==> src/art_pkg.sv <==
// Package: sizes, command and status codes, and the table entry type.
`timescale 1ns / 1ps

package art_pkg;

  // Table geometry and address arithmetic
  localparam int NUM_REGIONS = 16;
  localparam int PAGE_SHIFT  = 12;
  localparam int ADDR_BITS   = 48;

  // Fixed field widths of the stream items
  localparam int CMD_W        = 3;
  localparam int TYPE_W       = 16;
  localparam int FIELD_ADDR_W = 48;
  localparam int PAGE_W       = 32;
  localparam int STATUS_W     = 3;

  localparam int IDX_W   = (NUM_REGIONS > 1) ? $clog2(NUM_REGIONS) : 1;
  localparam int CNT_W   = $clog2(NUM_REGIONS + 1);
  localparam int DELTA_W = PAGE_W + PAGE_SHIFT;
  localparam int SUM_W   = ((ADDR_BITS > DELTA_W) ? ADDR_BITS : DELTA_W) + 1;

  // Input item layout, lowest field first
  localparam int IN_CMD_LSB   = 0;
  localparam int IN_TYPE_LSB  = IN_CMD_LSB + CMD_W;
  localparam int IN_START_LSB = IN_TYPE_LSB + TYPE_W;
  localparam int IN_END_LSB   = IN_START_LSB + FIELD_ADDR_W;
  localparam int IN_PAGE_LSB  = IN_END_LSB + FIELD_ADDR_W;
  localparam int IN_W         = IN_PAGE_LSB + PAGE_W;
  localparam int IN_TDATA_W   = ((IN_W + 7) / 8) * 8;

  // Output item layout, lowest field first
  localparam int OUT_W       = STATUS_W + 2 * FIELD_ADDR_W;
  localparam int OUT_TDATA_W = ((OUT_W + 7) / 8) * 8;
  localparam int OUT_PAD_W   = OUT_TDATA_W - OUT_W;

  // Command codes
  localparam logic [CMD_W-1:0] CMD_INSERT       = 3'd0;
  localparam logic [CMD_W-1:0] CMD_REMOVE       = 3'd1;
  localparam logic [CMD_W-1:0] CMD_FIND_FIRST   = 3'd2;
  localparam logic [CMD_W-1:0] CMD_FIND_LAST    = 3'd3;
  localparam logic [CMD_W-1:0] CMD_EXT_END      = 3'd4;
  localparam logic [CMD_W-1:0] CMD_EXT_START    = 3'd5;
  localparam logic [CMD_W-1:0] CMD_SHRINK_END   = 3'd6;
  localparam logic [CMD_W-1:0] CMD_SHRINK_START = 3'd7;

  // Status codes
  localparam logic [STATUS_W-1:0] ST_OK        = 3'd0;
  localparam logic [STATUS_W-1:0] ST_NOT_FOUND = 3'd1;
  localparam logic [STATUS_W-1:0] ST_NO_ROOM   = 3'd2;
  localparam logic [STATUS_W-1:0] ST_SHRUNK    = 3'd3;
  localparam logic [STATUS_W-1:0] ST_FULL      = 3'd4;

  // One table entry as stored in the RAM
  typedef struct packed {
    logic [TYPE_W-1:0]    rtype;
    logic [ADDR_BITS-1:0] start_addr;
    logic [ADDR_BITS-1:0] end_addr;
  } entry_t;

  localparam int ENTRY_W = $bits(entry_t);

endpackage

==> src/art_ram.sv <==
// Generic simple dual-port RAM with registered read data.
`timescale 1ns / 1ps

module art_ram #(
  parameter int WIDTH = 8,
  parameter int DEPTH = 16,
  localparam int AW   = (DEPTH > 1) ? $clog2(DEPTH) : 1
) (
  input  logic             clk,
  input  logic             we,
  input  logic [AW-1:0]    wr_addr,
  input  logic [WIDTH-1:0] wr_data,
  input  logic [AW-1:0]    rd_addr,
  output logic [WIDTH-1:0] rd_data
);

  logic [WIDTH-1:0] mem [DEPTH];

  // Write one word, read one word per cycle
  always_ff @(posedge clk) begin
    if (we) begin
      mem[wr_addr] <= wr_data;
    end
    rd_data <= mem[rd_addr];
  end

endmodule

==> src/address_region_table.sv <==
// Top level: sorted address region table with a small command sequencer.
`timescale 1ns / 1ps

// Address region table.
// Input channel s_*: one command item (insert, remove, find first/last,
// extend or shrink an edge by whole pages). Output channel m_*: one result
// item per command (status, region start, region end).
// Entries live in one RAM (one write, one registered read per cycle) and the
// count register marks how many are valid. A sequencer walks the RAM:
// scanning an entry is a read state then a check state, moving one entry on
// insert or remove is a read state then a write state, and an edge move uses
// one shared add/subtract unit, then a range check and a write-back. Find
// last and a search that misses walk all entries; insert walks to its slot,
// then moves every entry above it up one slot; remove moves every entry
// above the region down one slot. An insert into a full table goes straight
// to the result with a full status. The sequencer returns to idle after
// each command and takes the next from there, and one command is worked on at a
// time. The result sits in an output register, so the next command is taken
// while it waits; a stalled m_tready holds the result and the sequencer
// waits before posting the next one.
// Reset empties the table at once (count to zero) and drops any result.
module address_region_table
  import art_pkg::*;
(
  input  logic                   clk,
  input  logic                   rst,
  input  logic                   s_tvalid,
  output logic                   s_tready,
  // command, region_type, region_start, region_end, page_count (lowest first)
  input  logic [IN_TDATA_W-1:0]  s_tdata,
  output logic                   m_tvalid,
  input  logic                   m_tready,
  // status, found_start, found_end (lowest first)
  output logic [OUT_TDATA_W-1:0] m_tdata
);

  // Sequencer states
  localparam logic [3:0] S_IDLE  = 4'd0;
  localparam logic [3:0] S_RD    = 4'd1;
  localparam logic [3:0] S_CHK   = 4'd2;
  localparam logic [3:0] S_END   = 4'd3;
  localparam logic [3:0] S_FOUND = 4'd4;
  localparam logic [3:0] S_NCAP  = 4'd5;
  localparam logic [3:0] S_ARITH = 4'd6;
  localparam logic [3:0] S_CHECK = 4'd7;
  localparam logic [3:0] S_WB    = 4'd8;
  localparam logic [3:0] S_IRD   = 4'd9;
  localparam logic [3:0] S_IWR   = 4'd10;
  localparam logic [3:0] S_INEW  = 4'd11;
  localparam logic [3:0] S_RRD   = 4'd12;
  localparam logic [3:0] S_RWR   = 4'd13;
  localparam logic [3:0] S_RESP  = 4'd14;

  logic [3:0] state;

  // Unpacked input fields
  logic [CMD_W-1:0]        in_cmd;
  logic [TYPE_W-1:0]       in_type;
  logic [FIELD_ADDR_W-1:0] in_start;
  logic [FIELD_ADDR_W-1:0] in_end;
  logic [PAGE_W-1:0]       in_page;

  // Command registers
  logic [CMD_W-1:0]     cmd;
  logic [TYPE_W-1:0]    typ;
  logic [ADDR_BITS-1:0] rs;
  logic [ADDR_BITS-1:0] re;
  logic [DELTA_W-1:0]   delta;

  // Table and walk registers
  logic [CNT_W-1:0]     count;
  logic [CNT_W-1:0]     idx;
  logic [CNT_W-1:0]     k;
  logic                 hit;
  logic                 has_nbr;
  logic [ADDR_BITS-1:0] nbr;
  logic [ADDR_BITS-1:0] s;
  logic [ADDR_BITS-1:0] e;
  logic [SUM_W-1:0]     acc;
  logic [STATUS_W-1:0]  status;

  // Output register
  logic [STATUS_W-1:0]     out_status;
  logic [FIELD_ADDR_W-1:0] out_start;
  logic [FIELD_ADDR_W-1:0] out_end;

  // RAM port
  logic               ram_we;
  logic [IDX_W-1:0]   ram_waddr;
  entry_t             ram_wdata;
  logic [IDX_W-1:0]   ram_raddr;
  logic [ENTRY_W-1:0] ram_rdata;
  entry_t             rd;
  logic [CNT_W-1:0]   rd_ptr;
  logic [CNT_W-1:0]   wr_ptr;

  // Helpers
  logic [CNT_W-1:0]     idx_inc;
  logic [CNT_W-1:0]     idx_dec;
  logic [CNT_W-1:0]     k_inc;
  logic                 type_hit;
  logic                 add_op;
  logic [ADDR_BITS-1:0] base;
  logic [SUM_W-1:0]     sum_out;
  logic                 out_range;
  logic [ADDR_BITS-1:0] acc_a;

  assign in_cmd   = s_tdata[IN_CMD_LSB +: CMD_W];
  assign in_type  = s_tdata[IN_TYPE_LSB +: TYPE_W];
  assign in_start = s_tdata[IN_START_LSB +: FIELD_ADDR_W];
  assign in_end   = s_tdata[IN_END_LSB +: FIELD_ADDR_W];
  assign in_page  = s_tdata[IN_PAGE_LSB +: PAGE_W];

  assign s_tready = (state == S_IDLE);
  assign m_tdata  = {{OUT_PAD_W{1'b0}}, out_end, out_start, out_status};

  assign idx_inc  = idx + CNT_W'(1);
  assign idx_dec  = idx - CNT_W'(1);
  assign k_inc    = k + CNT_W'(1);
  assign rd       = entry_t'(ram_rdata);
  assign type_hit = (rd.rtype == typ);

  // Shared add/subtract unit for edge moves
  assign add_op    = (cmd == CMD_EXT_END) || (cmd == CMD_SHRINK_START);
  assign base      = ((cmd == CMD_EXT_END) || (cmd == CMD_SHRINK_END)) ? e : s;
  assign sum_out   = add_op ? (SUM_W'(base) + SUM_W'(delta))
                            : (SUM_W'(base) - SUM_W'(delta));
  // Past the address range, or below zero (borrow sets the top bit)
  assign out_range = |acc[SUM_W-1:ADDR_BITS];
  assign acc_a     = acc[ADDR_BITS-1:0];

  // Pick RAM read and write addresses per state
  always_comb begin
    ram_we    = 1'b0;
    wr_ptr    = idx;
    ram_wdata = rd;
    unique case (state)
      S_FOUND: rd_ptr = k_inc;
      S_IRD:   rd_ptr = idx_dec;
      S_RRD:   rd_ptr = idx_inc;
      default: rd_ptr = idx;
    endcase
    unique case (state) inside
      S_IWR, S_RWR: begin
        ram_we = 1'b1;
      end
      S_INEW: begin
        ram_we    = 1'b1;
        wr_ptr    = k;
        ram_wdata = '{rtype: typ, start_addr: rs, end_addr: re};
      end
      S_WB: begin
        ram_we    = 1'b1;
        wr_ptr    = k;
        ram_wdata = '{rtype: typ, start_addr: s, end_addr: e};
      end
      default: begin
        ram_we = 1'b0;
      end
    endcase
  end

  assign ram_raddr = rd_ptr[IDX_W-1:0];
  assign ram_waddr = wr_ptr[IDX_W-1:0];

  art_ram #(
    .WIDTH(ENTRY_W),
    .DEPTH(NUM_REGIONS)
  ) u_ram (
    .clk    (clk),
    .we     (ram_we),
    .wr_addr(ram_waddr),
    .wr_data(ram_wdata),
    .rd_addr(ram_raddr),
    .rd_data(ram_rdata)
  );

  // Command sequencer
  always_ff @(posedge clk) begin
    if (rst) begin
      state    <= S_IDLE;
      count    <= '0;
      m_tvalid <= 1'b0;
    end else begin
      // Drop the result once taken, unless a new one replaces it
      if (m_tvalid && m_tready && (state != S_RESP)) begin
        m_tvalid <= 1'b0;
      end
      unique case (state)
        // Take a command and start the walk at entry 0 (full-table insert: straight to result)
        S_IDLE: begin
          if (s_tvalid) begin
            cmd     <= in_cmd;
            typ     <= in_type;
            rs      <= ADDR_BITS'(in_start);
            re      <= ADDR_BITS'(in_end);
            delta   <= {in_page, {PAGE_SHIFT{1'b0}}};
            idx     <= '0;
            hit     <= 1'b0;
            has_nbr <= 1'b0;
            nbr     <= '0;
            if (in_cmd == CMD_INSERT) begin
              s <= ADDR_BITS'(in_start);
              e <= ADDR_BITS'(in_end);
              if (count == CNT_W'(NUM_REGIONS)) begin
                status <= ST_FULL;
                state  <= S_RESP;
              end else begin
                status <= ST_OK;
                state  <= S_RD;
              end
            end else begin
              s      <= '0;
              e      <= '0;
              status <= ST_OK;
              state  <= S_RD;
            end
          end
        end
        // Issue a read of entry idx, or stop at the tail
        S_RD: begin
          state <= (idx == count) ? S_END : S_CHK;
        end
        // Examine the entry just read
        S_CHK: begin
          if (cmd == CMD_INSERT) begin
            if (rd.start_addr >= re) begin
              k     <= idx;
              idx   <= count;
              state <= S_IRD;
            end else begin
              idx   <= idx_inc;
              state <= S_RD;
            end
          end else if (cmd == CMD_FIND_LAST) begin
            if (type_hit) begin
              hit <= 1'b1;
              k   <= idx;
              s   <= rd.start_addr;
              e   <= rd.end_addr;
            end
            idx   <= idx_inc;
            state <= S_RD;
          end else if (type_hit) begin
            k       <= idx;
            s       <= rd.start_addr;
            e       <= rd.end_addr;
            has_nbr <= (idx != '0);
            state   <= S_FOUND;
          end else begin
            nbr   <= rd.end_addr;
            idx   <= idx_inc;
            state <= S_RD;
          end
        end
        // Walk ran off the tail
        S_END: begin
          if (cmd == CMD_INSERT) begin
            k     <= count;
            idx   <= count;
            state <= S_IRD;
          end else begin
            if (!hit) begin
              status <= ST_NOT_FOUND;
            end
            state <= S_RESP;
          end
        end
        // Dispatch on the region found at k
        S_FOUND: begin
          unique case (cmd) inside
            CMD_FIND_FIRST: begin
              state <= S_RESP;
            end
            CMD_REMOVE: begin
              idx   <= k;
              state <= S_RRD;
            end
            CMD_EXT_END: begin
              if (k_inc < count) begin
                has_nbr <= 1'b1;
                state   <= S_NCAP;
              end else begin
                has_nbr <= 1'b0;
                state   <= S_ARITH;
              end
            end
            CMD_EXT_START, CMD_SHRINK_END, CMD_SHRINK_START: begin
              state <= S_ARITH;
            end
            default: begin
              state <= S_RESP;
            end
          endcase
        end
        // Hold the next entry's start
        S_NCAP: begin
          nbr   <= rd.start_addr;
          state <= S_ARITH;
        end
        // Move the edge in the shared unit
        S_ARITH: begin
          acc   <= sum_out;
          state <= S_CHECK;
        end
        // Check range, neighbor and other edge
        S_CHECK: begin
          if (out_range) begin
            status <= ST_NO_ROOM;
            state  <= S_RESP;
          end else begin
            unique case (cmd) inside
              CMD_EXT_END: begin
                if (has_nbr && (acc_a > nbr)) begin
                  status <= ST_NO_ROOM;
                  state  <= S_RESP;
                end else begin
                  e     <= acc_a;
                  state <= S_WB;
                end
              end
              CMD_EXT_START: begin
                if (has_nbr && (nbr > acc_a)) begin
                  status <= ST_NO_ROOM;
                  state  <= S_RESP;
                end else begin
                  s     <= acc_a;
                  state <= S_WB;
                end
              end
              CMD_SHRINK_END: begin
                if (acc_a < s) begin
                  status <= ST_SHRUNK;
                  state  <= S_RESP;
                end else begin
                  e     <= acc_a;
                  state <= S_WB;
                end
              end
              default: begin
                if (acc_a > e) begin
                  status <= ST_SHRUNK;
                  state  <= S_RESP;
                end else begin
                  s     <= acc_a;
                  state <= S_WB;
                end
              end
            endcase
          end
        end
        // Write the moved region back
        S_WB: begin
          state <= S_RESP;
        end
        // Insert: move entries up one slot from the tail down to k
        S_IRD: begin
          state <= (idx == k) ? S_INEW : S_IWR;
        end
        S_IWR: begin
          idx   <= idx_dec;
          state <= S_IRD;
        end
        S_INEW: begin
          count <= count + CNT_W'(1);
          state <= S_RESP;
        end
        // Remove: move entries down one slot from k to the tail
        S_RRD: begin
          if (idx_inc == count) begin
            count <= count - CNT_W'(1);
            state <= S_RESP;
          end else begin
            state <= S_RWR;
          end
        end
        S_RWR: begin
          idx   <= idx_inc;
          state <= S_RRD;
        end
        // Post the result once the output register is free
        S_RESP: begin
          if (!m_tvalid || m_tready) begin
            m_tvalid   <= 1'b1;
            out_status <= status;
            out_start  <= FIELD_ADDR_W'(s);
            out_end    <= FIELD_ADDR_W'(e);
            state      <= S_IDLE;
          end
        end
        default: begin
          state <= S_IDLE;
        end
      endcase
    end
  end

endmodule

==> config.mk <==
export PLATFORM = sky130hd
export DESIGN_NAME = address_region_table
export DESIGN_NICKNAME = d
export VERILOG_FILES = /design/src/art_pkg.sv /design/src/art_ram.sv /design/src/address_region_table.sv
export SDC_FILE = /design/constraint.sdc
export NUM_CORES = 2
export LEC_CHECK = 0
export ABC_AREA = 1
export BUFFER_PORTS_ARGS = -buffer_cell sky130_fd_sc_hd__buf_2
export CAP_MARGIN = 30
export CORE_AREA = 2 2 410 615
export CTS_BUF_LIST = sky130_fd_sc_hd__clkbuf_4
export CTS_CLUSTER_DIAMETER = 60
export DETAILED_ROUTE_END_ITERATION = 8
export DIE_AREA = 0 0 412 617
export SLEW_MARGIN = 40
export SYNTH_ARGS = -nofsm -noshare
export SYNTH_HDL_FRONTEND = slang
export SYNTH_HIERARCHICAL = 1
export SYNTH_SLANG_ARGS = --single-unit
==> constraint.sdc <==
create_clock -name clk -period 13.8 [get_ports clk]
set_input_delay 0.69 -clock clk [delete_from_list [all_inputs] [get_ports clk]]
set_output_delay 0.69 -clock clk [all_outputs]
set_load 0.01 [all_outputs]
* Yosys cells after proc, flatten, opt, wreduce, memory -nomap -nowiden
Memory sizes are Yosys's and may differ from the RTL's. A register that Yosys moved wholly into a read port is not among the register bits.
Cells that the tools add are included.
** Word-level totals
- Register bits after elaboration :: 464
- Bits in writable memories :: 1792
- Input bits :: 156
- Output and inout port bits :: 106
- Word-level logic and storage cells :: 217
- Memories :: 1
** Memories
- u_ram.mem :: depth 16, bits a word 112, rd ports 1, clocked after Yosys merged registers in 1, wr ports 1, line art_ram.sv:17 : logic [WIDTH-1:0] mem [DEPTH];
** Cells by class
- $add $sub $neg :: 7
- Order comparisons :: 6
- Equality and inequality tests :: 53
- Multiplexer cells :: 92
- Bitwise operators :: 1
- Reductions and logical operators :: 37
** Operators by type and width (count)
- $mux W48 :: 19
- $pmux W48 S3 :: 3
- $pmux W112 S2 :: 1
- $pmux W48 S2 :: 2
- $gt A48 B48 Y1 :: 3
- $pmux W4 S14 :: 1
- $mux W5 :: 11
- $mux W3 :: 17
- $add A48 B44 Y49 :: 1
- $mux W49 :: 1
- $sub A48 B44 Y49 :: 1
- $ge A48 B48 Y1 :: 1
- $lt A48 B48 Y1 :: 1
- $pmux W4 S3 :: 3
- $mux W4 :: 8
- $ne A2 B2 Y1 const B :: 15
- $pmux W5 S6 :: 1
- $eq A4 B4 Y1 const B :: 7
- $reduce_and A9 Y1 :: 3
- $ne A3 B3 Y1 const B :: 7
- $ne A4 B4 Y1 const B :: 5
- $pmux W5 S2 :: 2
- $pmux W3 S3 :: 2
- $reduce_and A6 Y1 :: 3
- other kinds (34) :: 78

* Depth between registers and ports, before layout
- Depth in word-level cells :: 6
- Depth in mapped cells :: 24
- Mapped depth without buffers :: 24

* By module
The synthesis kept the hierarchy.
** By module, submodules not included
- art_ram :: instances 1, cells each 7347, area each 78627.9 µm², sequential area each 56053.8 µm²
- address_region_table :: instances 1, cells each 2936, area each 27930.5 µm², sequential area each 13833.3 µm²

* Least setup slack after synthesis
No wires, ideal clock.
- Path type :: flip-flop to flip-flop
- From :: reg state[1]
- To :: reg cmd[0], enable pin
- Setup time :: 0.833 ns
- Data arrival time :: 10.914 ns
- Required time :: 12.967 ns
- Setup slack :: 2.053 ns
- Stages on the path, launching flop included :: 6
- Path buffers :: 0
- Period minus slack after synthesis :: 11.747 ns
- Path through :: dfxtp_1 -> nor2_2 -> inv_2 -> nor2_1 -> inv_1 -> nor3_1
** Between the ends
- Longest elaborated chain between the ends :: 2
** RTL lines
- start: declaration :: line address_region_table.sv:54 : logic [3:0] state;
- start signal: assignment :: line address_region_table.sv:222 : state <= (idx == count) ? S_END : S_CHK;
- $logic_not A4 Y1
- net s_tready :: line address_region_table.sv:28 : output logic s_tready,
- $reduce_and A3 Y1 (no source line)
- end signal: assignment :: line address_region_table.sv:193 : cmd <= in_cmd;
- end: declaration :: line address_region_table.sv:64 : logic [CMD_W-1:0] cmd;
The timed path passes the listed nets, and every way through them passes these cells.
A chain may end at the register's enable or synchronous reset.

* Worst setup path after layout
- From :: reg state[1]
- To :: reg u_ram.rd_data[11] (read register of u_ram.mem)
** Between the ends
- Longest elaborated chain between the ends :: 2
- Elaborated cells on any way between the ends :: 4
- Those cells by class :: 3 x eq/ne; 1 x mux
** RTL lines
- $eq A4 B4 Y1 / $eq A4 B3 Y1 (equally long branches) :: line address_region_table.sv:137 : unique case (state)
- $pmux W4 S3 (*) :: line address_region_table.sv:137
- net rd_ptr[0] :: line address_region_table.sv:94 : logic [CNT_W-1:0] rd_ptr;
- end: declaration :: line art_ram.sv:14 : output logic [WIDTH-1:0] rd_data
Mark *: on every way through the listed nets, which the timed path passes. The rest lies on a longest branch.

==> impl_metrics.tcl <==
set metrics [dict create \
    synth-seq-cells 2368 \
    synth_mux_area_frac 0 \
    globalplace.congestion 0.9135 \
    final_layout_size_suffix_gt1_frac 0.1315 \
    cts-buffers-inserted 570 \
    synthesis.instances 10283 \
    yosys-top-cells-count "nand2_1 (2915), edfxtp_1 (2246), inv_1 (1792)" \
    min_period_over_period 0.4033 \
    drtIter0Drc 7958 \
    vias 77969 \
    drtAntennaViolNets 0 \
    crit_path_max_fanout 114 \
    synthTopCellsByArea "edfxtp_1 (63%), nand2_1 (10%), nand3_1 (7.0%)" \
    drc 0 \
    ys_seq_area_frac 0.6559 \
    post_cts_resized 0 \
    overflow 0 \
    fmax_ghz 0.1797 \
    final_hold_viol_count 0 \
    yosysTopAreaCell "edfxtp_1" \
    met1_length_um 129300 \
    hpwl_um 191500 \
    top_layer_used "met5" \
    port_buffers 251 \
    fin_worst_skew_ps 124.6 \
    grt_pass1_vias 76586 \
    power_density_nw_per_um2 178.7 \
    synthAdderAreaFrac 0.02844 \
    cts.hold.buffers_added 153 \
    drt-total-wl_um 326000 \
    die_width_um 412 \
    synthXorXnorAreaFrac 0.008137 \
    tightest_slew_ps 943.9 \
    yosysUniqueCellTypes 62 \
    cts_tree "done" \
    wl_met3_um 27490 \
    start_util 0.4272 \
    cts.sinks 2368 \
    layout.area.seq_um2 69890 \
    nFillCells 22513 \
    fin_crit_ps 5565 \
    pin_count 262 \
    drv_cap 0 \
    critPathLaunchType "flop" \
    die_area_um2 254200 \
    synthSimpleGateAreaFrac 0.1853 \
    outcome "completed" \
    required_ps 14870 \
    post_cts_buffers 0 \
    grt_antenna_before_repair 44 \
    yosysTopAreaCellShare 0.6329 \
    peakVddDrop_mv 0.1516 \
    ys_warn_count 6 \
    cp-end-kind "flop" \
    total_power_mw 21.69 \
    synth_most_common_cell "nand2_1" \
    route.met2.wl_um 152900 \
    path_class "flop to flop" \
    max-slew-margin-rel 0.3707 \
    row_count 225 \
    cp_data_arrival_time_ps 6630 \
    grt_max_degree 137 \
    grt_util_all_layers 0.2516 \
    htreeDepth 6 \
    synth_compound_area_frac 0.03705 \
    synthArstFlopShare 0 \
    area_growth_pct 13.88 \
    fin_nets 11370 \
    avgSynthCellArea_um2 10.36 \
    die_y_um 617 \
    routed_via_density 5.294 \
    multi_input_area_um2 28230 \
    rsz0062_at_grt "false" \
    drt-pass1-iter-count 5 \
    clkTransAtPathRegs_ps 70 \
    yosys_most_used_dff "edfxtp_1" \
    tns_ps 0 \
    synth_top_family_by_area "simple AND/OR/NAND/NOR gates" \
    coreArea_um2 249400 \
    syn_area_um2 106600 \
    synth_edf_count 2246 \
    final-setup-viol-count 0 \
    min_path_type "primary input to flop" \
    power.leakage_nw 51.66 \
    wl_per_cell_um 22.13 \
    clock_path_buffers 4 \
    cts-root-buf "clkbuf_4" \
    grt_pass1_wl_um 477600 \
    drv_slew 0 \
    clock_latency_ps 1330 \
]
## power breakdown
part           switching [mW]  total [mW]  leakage [nW]  internal, mW
clock                    2.83        5.97          4.48          3.14
combinational            4.44        6.09          25.8          1.65
sequential              0.352        9.63          21.4          9.28
total                    7.62        21.7          51.7          14.1
## registers in the layout (all words and copies together) (netlist names), 16 cells and up
signal         flops
re                48
acc               49
nbr               48
rs                48
s                 48
out_start         48
out_end           48
delta             32
u_ram/rd_data    112
u_ram/mem       1792
e                 48
typ               16
## cell usage in the layout (no fill, tap or decap), drive strengths merged, types with 50 or more instances in the layout
cell type,instances
xor2,58
o211ai,95
nand2,2920
edfxtp,2246
nand3,1496
clkinv,121
dfxtp,122
inv,1820
clkbuf,864
o221ai,103
nor2,181
ha,239
dlygate4sd3,153
o21ai,144
buf,437
a21oi,166
o22ai,50
## cell families after synthesis
kind of cell,after synthesis
AOI/OAI and AO/OA,616
xor gates and xnor gates,96
adders and majority gates,241
buffers and inverters,2284
DFF,2368
other,1
and+or+nand+nor,4677
## worst max-delay path: stages, from the launching register on
cell,delay [ps]
dfxtp_1,460
nor2_1,120
nand2_1,390
inv_1,140
nor3_1,300
inv_1,170
o221ai_4,360
buf_12,420
buf_16,400
buf_4,360
buf_12,260
buf_4,310
buf_12,280
buf_4,630
nand2_1,120
nand3_1,110
nand3_1,90
nand3_1,120
nand2_1,80
## area by class of cell
class / instances / area share
Sequential cell: 2368 / 0.5759
Clock buffer: 862 / 0.05333
Inverter: 1806 / 0.05638
Clock inverter: 157 / 0.008661
Multi-Input combinational cell: 5635 / 0.2327
Timing Repair Buffer: 592 / 0.03879
Tap cell: 3291 / 0.03393
Antenna cell: 18 / 0.0003712
## worst paths after layout
kind         cells past startpoint  slack (ps)                   from                   endpoint
min                              2          90           s_tdata[139]        delta[36]$_DFFE_PP_
max                             18        8240  state[1]$_SDFFE_PP0P_  u_ram/rd_data[11]$_DFF_P_
min reg2reg                      0         420    status[0]$_DFFE_PP_    out_status[0]$_DFFE_PP_
max reg2reg                     18        8240  state[1]$_SDFFE_PP0P_  u_ram/rd_data[11]$_DFF_P_
## layer usage
metal / track usage / vias to the layer above
met5: 0 / -
met4: 0.1212 / 26
met3: 0.04352 / 849
met2: 0.4111 / 3496
met1: 0.3240 / 37767
li1: - / 35831
## per-stage QoR
stage / hold slack [ps] / utilization / worst slack [ps] / instances / cell area, µm²
after floorplan: 400.3 / - / 2053 / 10287 / 106600
after global placement: 410.7 / 0.4463 / 8002 / 13513 / 111300
after detailed placement: 404.5 / 0.4495 / 8207 / 13532 / 112100
after CTS: 0.7430 / 0.4858 / 8118 / 14704 / 121200
after global routing: 62.30 / 0.4864 / 7834 / 14720 / 121300
final: 89.93 / 0.4865 / 8235 / 14729 / 121400
(Power assumes the default switching activity.)
